--- src/rtl/rlse_pkg.sv ---
// ----------------------------------------------------------------------------
// RGB LED serial line encoder package
// Shared types and constants for the pixel front end, queue and symbol back end.
// ----------------------------------------------------------------------------
`default_nettype none

package rlse_pkg;

   localparam int SYMBOLS_PER_PIXEL = 24;
   localparam int SYM_CNT_W         = 5;
   localparam int QUEUE_DEPTH       = 2;
   localparam int QUEUE_PTR_W       = 1;
   localparam int QUEUE_CNT_W       = 2;
   localparam int CSR_INDEX_W       = 3;
   localparam int CSR_DATA_W        = 16;

   localparam logic [SYM_CNT_W-1:0] LAST_BIT_IDX  = SYM_CNT_W'(SYMBOLS_PER_PIXEL - 1);
   localparam logic [SYM_CNT_W-1:0] LATCH_SYM_IDX = SYM_CNT_W'(SYMBOLS_PER_PIXEL);

   typedef enum logic [CSR_INDEX_W-1:0] {
      CSR_ZERO_HIGH = 3'd0,
      CSR_ZERO_LOW  = 3'd1,
      CSR_ONE_HIGH  = 3'd2,
      CSR_ONE_LOW   = 3'd3,
      CSR_LATCH_LOW = 3'd4
   } csr_index_type;

   localparam logic [11:0] ZERO_HIGH_RESET = 12'd34;
   localparam logic [11:0] ZERO_LOW_RESET  = 12'd71;
   localparam logic [11:0] ONE_HIGH_RESET  = 12'd67;
   localparam logic [11:0] ONE_LOW_RESET   = 12'd38;
   localparam logic [15:0] LATCH_LOW_RESET = 16'd6720;

   typedef struct packed {
      logic [7:0] red;
      logic [7:0] green;
      logic [7:0] blue;
      logic       end_of_frame;
   } req_type;

   typedef struct packed {
      logic [11:0] high_cycles;
      logic [15:0] low_cycles;
      logic        last;
   } rsp_type;

   // One queued pixel: line order bits (green, red, blue, MSB first) and the frame flag.
   typedef struct packed {
      logic [SYMBOLS_PER_PIXEL-1:0] bits;
      logic                         eof;
   } entry_type;

   typedef struct packed {
      logic [11:0] zero_high;
      logic [11:0] zero_low;
      logic [11:0] one_high;
      logic [11:0] one_low;
      logic [15:0] latch_low;
   } timing_type;

   typedef struct packed {
      logic full;
      logic valid;
   } queue_status_type;

endpackage

`default_nettype wire

--- src/rtl/rgb_led_serial_line_encoder_top.sv ---
// ----------------------------------------------------------------------------
// RGB LED serial line encoder
// Turns pixels into timed bit symbols for a single-wire LED chain.
// ----------------------------------------------------------------------------
// Each pixel accepted on start produces 24 symbol beats on rsp_valid, one per
// clock, green then red then blue, MSB first, plus a latch beat when
// end_of_frame is set; the back end's bit shifter sends one symbol a cycle.
// A holding register and a two-entry queue let start be taken in back-to-back
// cycles until they fill; busy then stays high until the back end frees a
// slot. The first symbol passes through the holding register, a queue slot,
// the back end's shift register and its output register. rsp_valid is a
// strobe: each beat must be taken in the cycle it is shown.
`default_nettype none

module rgb_led_serial_line_encoder_top (
   input  wire                                 clock,
   input  wire                                 reset,
   input  wire                                 start,
   output logic                                busy,
   input  rlse_pkg::req_type                   req_pixel,
   output logic                                rsp_valid,
   output rlse_pkg::rsp_type                   rsp_symbol,
   input  wire                                 csr_valid,
   output logic                                csr_ready,
   input  wire  [rlse_pkg::CSR_INDEX_W-1:0]    csr_index,
   input  wire  [rlse_pkg::CSR_DATA_W-1:0]     csr_data
);
   import rlse_pkg::*;

   timing_type       timing_ff, timing_in;
   queue_status_type q_status;
   entry_type        push_entry, pop_entry;
   logic             push, pop;

   assign csr_ready = 1'b1;

   always_comb begin
      timing_in = timing_ff;
      if (csr_valid) begin
         unique case (csr_index)
            CSR_ZERO_HIGH: timing_in.zero_high = csr_data[11:0];
            CSR_ZERO_LOW:  timing_in.zero_low  = csr_data[11:0];
            CSR_ONE_HIGH:  timing_in.one_high  = csr_data[11:0];
            CSR_ONE_LOW:   timing_in.one_low   = csr_data[11:0];
            CSR_LATCH_LOW: timing_in.latch_low = csr_data;
            default:       timing_in = timing_ff;
         endcase
      end
   end

   always_ff @(posedge clock) begin
      if (reset) begin
         timing_ff.zero_high <= ZERO_HIGH_RESET;
         timing_ff.zero_low  <= ZERO_LOW_RESET;
         timing_ff.one_high  <= ONE_HIGH_RESET;
         timing_ff.one_low   <= ONE_LOW_RESET;
         timing_ff.latch_low <= LATCH_LOW_RESET;
      end else begin
         timing_ff <= timing_in;
      end
   end

   rlse_front u_front (
      .clock      (clock),
      .reset      (reset),
      .start      (start),
      .busy       (busy),
      .req_pixel  (req_pixel),
      .q_status   (q_status),
      .push       (push),
      .push_entry (push_entry)
   );

   rlse_queue u_queue (
      .clock      (clock),
      .reset      (reset),
      .push       (push),
      .push_entry (push_entry),
      .pop        (pop),
      .pop_entry  (pop_entry),
      .status     (q_status)
   );

   rlse_back u_back (
      .clock      (clock),
      .reset      (reset),
      .timing     (timing_ff),
      .q_status   (q_status),
      .q_entry    (pop_entry),
      .pop        (pop),
      .rsp_valid  (rsp_valid),
      .rsp_symbol (rsp_symbol)
   );

endmodule

`default_nettype wire

--- src/rtl/rlse_front.sv ---
// ----------------------------------------------------------------------------
// RGB LED serial line encoder front end
// Accepts pixel commands, packs them in line order and pushes them to the queue.
// ----------------------------------------------------------------------------
`default_nettype none

module rlse_front (
   input  wire                        clock,
   input  wire                        reset,
   input  wire                        start,
   output logic                       busy,
   input  rlse_pkg::req_type          req_pixel,
   input  rlse_pkg::queue_status_type q_status,
   output logic                       push,
   output rlse_pkg::entry_type        push_entry
);
   import rlse_pkg::*;

   logic      valid_ff, valid_in;
   entry_type entry_ff, entry_in;
   logic      accept;

   // The holding register drains into the queue whenever the queue has room.
   assign push   = valid_ff & ~q_status.full;
   assign busy   = valid_ff & q_status.full;
   assign accept = start & ~busy;

   always_comb begin
      valid_in = accept | (valid_ff & ~push);
      if (accept) begin
         entry_in.bits = {req_pixel.green, req_pixel.red, req_pixel.blue};
         entry_in.eof  = req_pixel.end_of_frame;
      end else begin
         entry_in = entry_ff;
      end
   end

   always_ff @(posedge clock) begin
      if (reset) begin
         valid_ff <= 1'b0;
      end else begin
         valid_ff <= valid_in;
      end
      entry_ff <= entry_in;
   end

   assign push_entry = entry_ff;

endmodule

`default_nettype wire

--- src/rtl/rlse_queue.sv ---
// ----------------------------------------------------------------------------
// RGB LED serial line encoder queue
// Short FIFO of packed pixels between the front end and the symbol back end.
// ----------------------------------------------------------------------------
`default_nettype none

module rlse_queue (
   input  wire                        clock,
   input  wire                        reset,
   input  wire                        push,
   input  rlse_pkg::entry_type        push_entry,
   input  wire                        pop,
   output rlse_pkg::entry_type        pop_entry,
   output rlse_pkg::queue_status_type status
);
   import rlse_pkg::*;

   entry_type               slot_ff [QUEUE_DEPTH];
   logic [QUEUE_PTR_W-1:0]  wr_ptr_ff, wr_ptr_in;
   logic [QUEUE_PTR_W-1:0]  rd_ptr_ff, rd_ptr_in;
   logic [QUEUE_CNT_W-1:0]  count_ff, count_in;
   logic                    do_push, do_pop;

   assign status.full  = (count_ff == QUEUE_CNT_W'(QUEUE_DEPTH));
   assign status.valid = (count_ff != '0);
   assign do_push      = push & ~status.full;
   assign do_pop       = pop & status.valid;
   assign pop_entry    = slot_ff[rd_ptr_ff];

   always_comb begin
      wr_ptr_in = do_push ? wr_ptr_ff + 1'b1 : wr_ptr_ff;
      rd_ptr_in = do_pop ? rd_ptr_ff + 1'b1 : rd_ptr_ff;
      count_in  = count_ff;
      if (do_push && !do_pop) begin
         count_in = count_ff + 1'b1;
      end else if (do_pop && !do_push) begin
         count_in = count_ff - 1'b1;
      end
   end

   always_ff @(posedge clock) begin
      if (reset) begin
         wr_ptr_ff <= '0;
         rd_ptr_ff <= '0;
         count_ff  <= '0;
      end else begin
         wr_ptr_ff <= wr_ptr_in;
         rd_ptr_ff <= rd_ptr_in;
         count_ff  <= count_in;
      end
      if (do_push) begin
         slot_ff[wr_ptr_ff] <= push_entry;
      end
   end

endmodule

`default_nettype wire

--- src/rtl/rlse_back.sv ---
// ----------------------------------------------------------------------------
// RGB LED serial line encoder back end
// Shifts out one bit symbol per cycle and appends the latch pulse on frame end.
// ----------------------------------------------------------------------------
`default_nettype none

module rlse_back (
   input  wire                        clock,
   input  wire                        reset,
   input  rlse_pkg::timing_type       timing,
   input  rlse_pkg::queue_status_type q_status,
   input  rlse_pkg::entry_type        q_entry,
   output logic                       pop,
   output logic                       rsp_valid,
   output rlse_pkg::rsp_type          rsp_symbol
);
   import rlse_pkg::*;

   logic                         active_ff, active_in;
   logic [SYMBOLS_PER_PIXEL-1:0] shift_ff, shift_in;
   logic                         eof_ff, eof_in;
   logic [SYM_CNT_W-1:0]         count_ff, count_in;
   logic                         rsp_valid_ff, rsp_valid_in;
   rsp_type                      rsp_ff, rsp_in;
   logic                         is_latch, finishing;

   assign is_latch  = (count_ff == LATCH_SYM_IDX);
   assign finishing = active_ff & (is_latch | ((count_ff == LAST_BIT_IDX) & ~eof_ff));
   // The next pixel loads in the cycle its predecessor sends its final symbol.
   assign pop       = q_status.valid & (~active_ff | finishing);

   always_comb begin
      active_in = active_ff;
      shift_in  = shift_ff;
      eof_in    = eof_ff;
      count_in  = count_ff;
      if (pop) begin
         active_in = 1'b1;
         shift_in  = q_entry.bits;
         eof_in    = q_entry.eof;
         count_in  = '0;
      end else if (finishing) begin
         active_in = 1'b0;
      end else if (active_ff) begin
         shift_in = {shift_ff[SYMBOLS_PER_PIXEL-2:0], 1'b0};
         count_in = count_ff + 1'b1;
      end
   end

   always_comb begin
      rsp_valid_in = active_ff;
      if (is_latch) begin
         rsp_in.high_cycles = '0;
         rsp_in.low_cycles  = timing.latch_low;
         rsp_in.last        = 1'b1;
      end else begin
         if (shift_ff[SYMBOLS_PER_PIXEL-1]) begin
            rsp_in.high_cycles = timing.one_high;
            rsp_in.low_cycles  = {4'd0, timing.one_low};
         end else begin
            rsp_in.high_cycles = timing.zero_high;
            rsp_in.low_cycles  = {4'd0, timing.zero_low};
         end
         rsp_in.last = (count_ff == LAST_BIT_IDX) & ~eof_ff;
      end
   end

   always_ff @(posedge clock) begin
      if (reset) begin
         active_ff    <= 1'b0;
         rsp_valid_ff <= 1'b0;
      end else begin
         active_ff    <= active_in;
         rsp_valid_ff <= rsp_valid_in;
      end
      shift_ff <= shift_in;
      eof_ff   <= eof_in;
      count_ff <= count_in;
      rsp_ff   <= rsp_in;
   end

   assign rsp_valid  = rsp_valid_ff;
   assign rsp_symbol = rsp_ff;

endmodule

`default_nettype wire
--- config.mk ---
export PLATFORM = sky130hd
export DESIGN_NAME = rgb_led_serial_line_encoder_top
export DESIGN_NICKNAME = d
export VERILOG_FILES = /design/src/rtl/rlse_pkg.sv /design/src/rtl/rgb_led_serial_line_encoder_top.sv /design/src/rtl/rlse_front.sv /design/src/rtl/rlse_queue.sv /design/src/rtl/rlse_back.sv
export SDC_FILE = /design/constraint.sdc
export NUM_CORES = 1
export LEC_CHECK = 0
export BUFFER_PORTS_ARGS = -buffer_cell sky130_fd_sc_hd__buf_4
export CAP_MARGIN = 20
export CORE_AREA = 2 2 118 132
export DETAILED_ROUTE_END_ITERATION = 10
export DIE_AREA = 0 0 120 134
export PLACE_DENSITY_LB_ADDON = 0.05
export SLEW_MARGIN = 0
export SYNTH_ARGS = -nofsm -noshare
export SYNTH_HDL_FRONTEND = slang
export SYNTH_SLANG_ARGS = --single-unit
--- constraint.sdc ---
create_clock -name clock -period 2.03 [get_ports clock]
set_input_delay 0.5075 -clock clock [delete_from_list [all_inputs] [get_ports clock]]
set_output_delay 0.5075 -clock clock [all_outputs]
set_load 0.02 [all_outputs]
==> results.toml, run 1 <==
[logic_synthesis]
synth_area_leaders = "edfxtp_1 (40%), dfxtp_1 (28%), nand2_1 (7.4%)"
yosysTopAreaCellShare_pct = 40.0
syn_area_per_cell_um2 = 11.6
synth_area_mm2 = 0.00751
post-synth-top-count-cell = "nand2_1"
ys_warn_count = 0
synth_cell_types = 36
yosys-top-cells-count = "nand2_1 (148), dfxtp_1 (106), edfxtp_1 (100)"
syn-instance-count = 650
ys_seq_area_share_pct = 68.2
synth_edf_count = 100
yosysTopAreaCell = "edfxtp_1"
async_reset_ff_share_pct = 0
synth_ff_type = "dfxtp_1"
syn_nets = 701
ys_ff_latch = 206

[setup_path]
end_kind = "flip-flop"
crit_path_start_kind = "flip-flop"
cp-startpoint = "u_back.count_ff[0]$_SDFFE_PN0P_"
crit_path_max_fanout = 29
crit_arrival_ps = 2230
r2r_start = "u_back.count_ff[0]$_SDFFE_PN0P_"
required_ps = 2370
critPathKind = "reg -> reg"

[route]
routedWlPerCell_um = 15.3
route.detailed.drc = 0
antenna_left = 0
firstDrtPassIters = 5
dr_total_vias = 4925
routed_wl_mm = 14.5
drt-initial-drc-count = 341
viasPerCell = 5.22

[clocking]
clockBufferDepth = 3
cts_hold_buf = 0
numCtsBuffers = 21
insertion_delay_ps = 490
cts_tree = "done"
root_buffer = "clkbuf_16"
htree_levels = 1
cts_sinks = 206
path_clk_slew_ps = 60

[timing]
setup-tns-final_ps = 0
fin_crit_sh_pct = 93.2
fin_ws_ps = 137
fmax_ghz = 0.528
skew_ps = 14.5
max_slew.worst_pin.slew_ps = 734
hold_viol = 0
slew_headroom_pct = 51.1
final_max_slew_viol_count = 0
finalSetupViolations = 0
fin_crit_ps = 1890

[placed_design]
dp.cells = 903
pre_cts_slack_ps = 17.9
place.gp.congestion = 0.798
hpwl_mm = 8.95
io_buffer_count = 78

[min_path]
hold_start = "req_pixel[23]"
worstHoldPathType = "in -> reg"

[floorplan]
dieArea_mm2 = 0.0161
core_region_area_mm2 = 0.0148
rows = 47
die_h_um = 134
die_w_um = 120
start_util_pct = 50.9
ios = 80

[global_routing]
grt_usage_pct = 18.0
grt_pass1_vias = 4673
antenna_found_initial = 0
grt_pass1_wl_mm = 23.3
grt-ovfl-total = 0
grt_max_degree = 73

[finish]
drive_gt1_share_pct = 20.1
area_growth_pct = 21.3
diodes = 0
final_cells = 944
fill_cells = 1181
final_nets = 784

[pwr]
switchingPower_w = 0.00318
power_frac_comb_pct = 21.4
power_density_mw_per_mm2 = 1270
power.share.clock_pct = 31.7
intPower_w = 0.00841
vdd_drop_max_mv = 0.649
p_leak_nw = 3.45
power_frac_seq_pct = 46.9
sw_frac_of_total_pct = 27.4

[run_status]
status = "completed"

[job]
cap_violations = 0
==> cell type report <==
type | instances | area (um2) | area share (%)
clock buffer | 34 | 656 | 7.19
multi-input combinational | 398 | 2270 | 24.9
inverter | 7 | 26.3 | 0.288
timing repair buffer | 99 | 768 | 8.43
tap | 196 | 245 | 2.69
clock inverter | 4 | 23.8 | 0.261
sequential | 206 | 5130 | 56.3
==> logic make-up after synthesis <==
group	share of synthesized area (%)
compound gates	8.66
simple gates	13.0
other cells	0.0499
buf+inv	2.62
flops	68.2
fa+ha+maj	0.500
xor+xnor	0.350
mux	6.55
==> power by group through the flow <==
stage / clock [W] / sequential, W / combinational (W)
finish: 0.00367 / 0.00543 / 0.00248
global route: 0.00395 / 0.00549 / 0.00274
CTS: 0.00379 / 0.00542 / 0.00245
detailed placement: 0 / 0.00551 / 0.00244
global placement: 0 / 0.00549 / 0.00238
floorplan: 0 / 0.00556 / 0.00155
==> final timing paths <==
check / to / slack, ps / cells past startpoint
hold / removal: u_front.push_entry[15]$_DFFE_PP_ / 190 / 1
hold reg to reg: u_queue.slot_ff[1][21]$_DFFE_PP_ / 440 / 0
setup reg to reg: u_queue.rd_ptr_ff$_SDFFE_PP0P_ / 140 / 8
setup / recovery: u_queue.rd_ptr_ff$_SDFFE_PP0P_ / 140 / 8
==> registers in the layout, summed over array words and instances (netlist names), named ones only <==
register	count
u_back.eof_ff	1
u_back.rsp_symbol	29
u_back.count_ff	5
timing_ff	64
u_back.active_ff	1
u_front.push_entry	25
u_queue.rd_ptr_ff	1
u_queue.slot_ff	50
u_back.rsp_valid	1
u_queue.count_ff	2
u_front.valid_ff	1
u_back.shift_ff	24
u_queue.wr_ptr_ff	1
==> routing by layer <==
metal  GRT usage (%)  vias up  share of wire (%)  wire (um)
li1                -     2420                  -          -
met1            22.3     2344                 42       6000
met2            31.8      137                 51       7340
met3            3.19       24                5.4        775
met4            6.08        0                2.3        337
met5               0        -                  0          0
==> placed cells by master, fill, tap and decap left out, types with 2 or more instances in the layout <==
master	instances
xor2_1	3
o21ai_0	60
a21oi_1	53
o21ai_1	2
buf_4	97
and3_1	3
nor2_1	22
clkbuf_8	6
a22o_1	2
nand3_1	5
ha_4	3
edfxtp_1	100
inv_2	2
nand2_1	147
buf_12	2
o22ai_1	2
a21oi_2	3
dfxtp_2	2
inv_1	5
clkbuf_1	6
mux2i_1	48
clkbuf_16	22
clkinv_2	3
nand3b_1	19
and3b_1	2
dfxtp_1	104
and2_1	5
==> critical path, cell delays in order (launching register included) <==
cell and delay [ps]:
dfxtp_2 350, inv_2 80, ha_4 140, nand4b_1 210
buf_4 210, o211a_1 150, buf_12 170, o21ai_0 350
a21oi_2 100
==> stage by stage <==
stage	power [W]	util [%]	instance area [um2]	hold WS, ps
2_1_floorplan	0.00711	-	7550	421
3_3_place_gp	0.00787	56.7	8370	422
3_5_place_dp	0.00795	56.7	8370	432
4_1_cts	0.0117	61.3	9050	171
5_1_grt	0.0122	61.7	9110	167
6_report	0.0116	61.7	9110	193
==> timing repair <==
| item | CTS | global route |
|---|---|---|
| buffers inserted | 0 | 3 |
| resized for setup | 1 | 12 |
| pin swaps | 0 | 2 |
| setup endpoints to repair | 1 | 24 |
Power figures use the tool's default switching activity.
==> inputs of run 2 (changes only) <==
Settings changed: REMOVE_ABC_BUFFERS set to 1.
==> results.toml, run 2 (same netlist as run 1, synthesis figures left out) <==
[finish]
regArea_mm2 = 0.00513
top_register = "timing_ff"
final_cells = 947
drive_gt1_share_pct = 18.6
layout_commonest_cell = "nand2_1"
fill_cells = 1193
fin_util_pct = 61.7
area_growth_pct = 21.2
final_cell_mix = "nand2_1 (148), dfxtp_1 (105), buf_4 (100), edfxtp_1 (100), o21ai_0 (61)"
diodes = 0
final_nets = 788
largest_register_ffs = 64
multi_input_area_mm2 = 0.00221

[global_routing]
grt.met3_usage_pct = 4.29
grt-ovfl-total = 0
met2_usage_pct = 35.6
grt_max_degree = 73
grt_use_met1_pct = 22.9
grt_pass1_vias = 4932
grt_usage_pct = 19.3
grt_pass1_wl_mm = 24.6
top_usage_layer = "met2"
antenna_found_initial = 0

[route]
firstDrtPassIters = 4
dr_total_vias = 4903
routedWlPerCell_um = 16.3
routed_wl_mm = 15.4
viasPerCell = 5.18
route.detailed.drc = 0
antenna_left = 0
drt-initial-drc-count = 283

[pwr]
vdd_drop_max_mv = 0.688
power_density_mw_per_mm2 = 1280
power_frac_comb_pct = 21.0
intPower_w = 0.00850
switchingPower_w = 0.00318
p_leak_nw = 3.47
power_frac_seq_pct = 46.7
fin_total_pwr_w = 0.0117
sw_frac_of_total_pct = 27.2
power.share.clock_pct = 32.4

[setup_path]
crit_arrival_ps = 2340
end_kind = "flip-flop"
reg2reg_depth = 8
slowest_stage = "or3_1"
path_cells = "inv_1, ha_1, nand4b_1, o211ai_2, nand2_1, ha_1, or3_1, a21oi_1"
critPathKind = "reg -> reg"
required_ps = 2430
crit_path_max_fanout = 3
crit_path_start_kind = "flip-flop"
cpPeakStageDelay_ps = 350
crit_top_cell = "ha_1"

[floorplan]
die_w_um = 120
core_region_area_mm2 = 0.0148
ios = 80
die_h_um = 134
dieArea_mm2 = 0.0161
rows = 47
start_util_pct = 50.9

[clocking]
cts_sinks = 206
numCtsBuffers = 21
clockBufferDepth = 3
path_clk_slew_ps = 60
insertion_delay_ps = 480
htree_levels = 1
root_buffer = "clkbuf_16"
cts_tree = "done"

[placed_design]
io_buffer_count = 78
hpwl_mm = 9.56
dp.cells = 909
pre_cts_slack_ps = 52.6
place.gp.congestion = 0.786

[timing]
fin_crit_sh_pct = 95.7
max_slew.worst_pin.slew_ps = 720
slew_headroom_pct = 52.0
fin_crit_ps = 1940
final_max_slew_viol_count = 0
finalSetupViolations = 0
fmax_ghz = 0.515
fin_ws_ps = 87.0
hold_viol = 0
skew_ps = 7.53

[job]
cap_violations = 0

[min_path]
worstHoldPathType = "in -> reg"
holdPathStages = 1

[run_status]
status = "completed"
-- run 2: changes by cell type in the layout (fill, tap and decap cells not counted), moves of 3 or more --
cell,previous run,this run
a21oi_1,53,56
a21oi_2,3,0
clkbuf_8,6,2
clkbuf_1,6,9
buf_4,97,100
-- run 2: layout make-up --
class                   instances  area share (%)
clock inverters                 4           0.770
multi-input cells             398            24.3
flip-flops and latches        206            56.3
well taps                     196            2.69
clock buffers                  33            6.72
repair buffers                103            8.91
inverters                       7           0.289
-- run 2: stage by stage --
stage,hold slack [ps],cell area [um2],setup TNS [ps]
floorplan,421,7340,-11130
global placement,423,8390,0
detailed placement,433,8390,0
CTS,180,9080,0
global route,173,9100,-34.0
finish,200,9100,0
-- run 2: critical path, delay by kind of cell, from the launching register on --
family	cells	cell delay [ps]
simple gates	3	610
fa+ha+maj	2	550
flops	1	340
compound gates	2	260
buf+inv	1	90
-- run 2: power groups by stage --
stage               Sequential (W)  Combinational [W]  Clock (W)
global route               0.00550            0.00270    0.00406
global placement           0.00549            0.00240          0
floorplan                  0.00573            0.00122          0
finish                     0.00545            0.00245    0.00378
CTS                        0.00544            0.00247    0.00387
detailed placement         0.00551            0.00246          0
-- run 2: worst paths after layout --
path / start / endpoint / slack, ps
worst min register to register: u_front.push_entry[11]$_DFFE_PP_ / u_queue.slot_ff[0][11]$_DFFE_PP_ / 440
worst max register to register: u_back.count_ff[1]$_SDFFE_PN0P_ / u_queue.count_ff[1]$_SDFFE_PP0P_ / 90
worst min-delay path: req_pixel[5] / u_front.push_entry[5]$_DFFE_PP_ / 200
worst max-delay path: u_back.count_ff[1]$_SDFFE_PN0P_ / u_queue.count_ff[1]$_SDFFE_PP0P_ / 90
-- run 2: repair_timing --
action                                  CTS  global route
endpoints found under the setup margin    0             2
resized for setup                         0             4
buffers inserted                          0             1
hold buffers                              0             0
hold endpoints to repair                  0             0
-- run 2: routing by layer --
metal / vias to the layer above / wire length [um] / part of all wire, %
li1: 2431 / - / -
met1: 2368 / 6170 / 40
met4: 0 / 211 / 1.4
met2: 81 / 8190 / 53
met3: 23 / 828 / 5.4
met5: - / 0 / 0
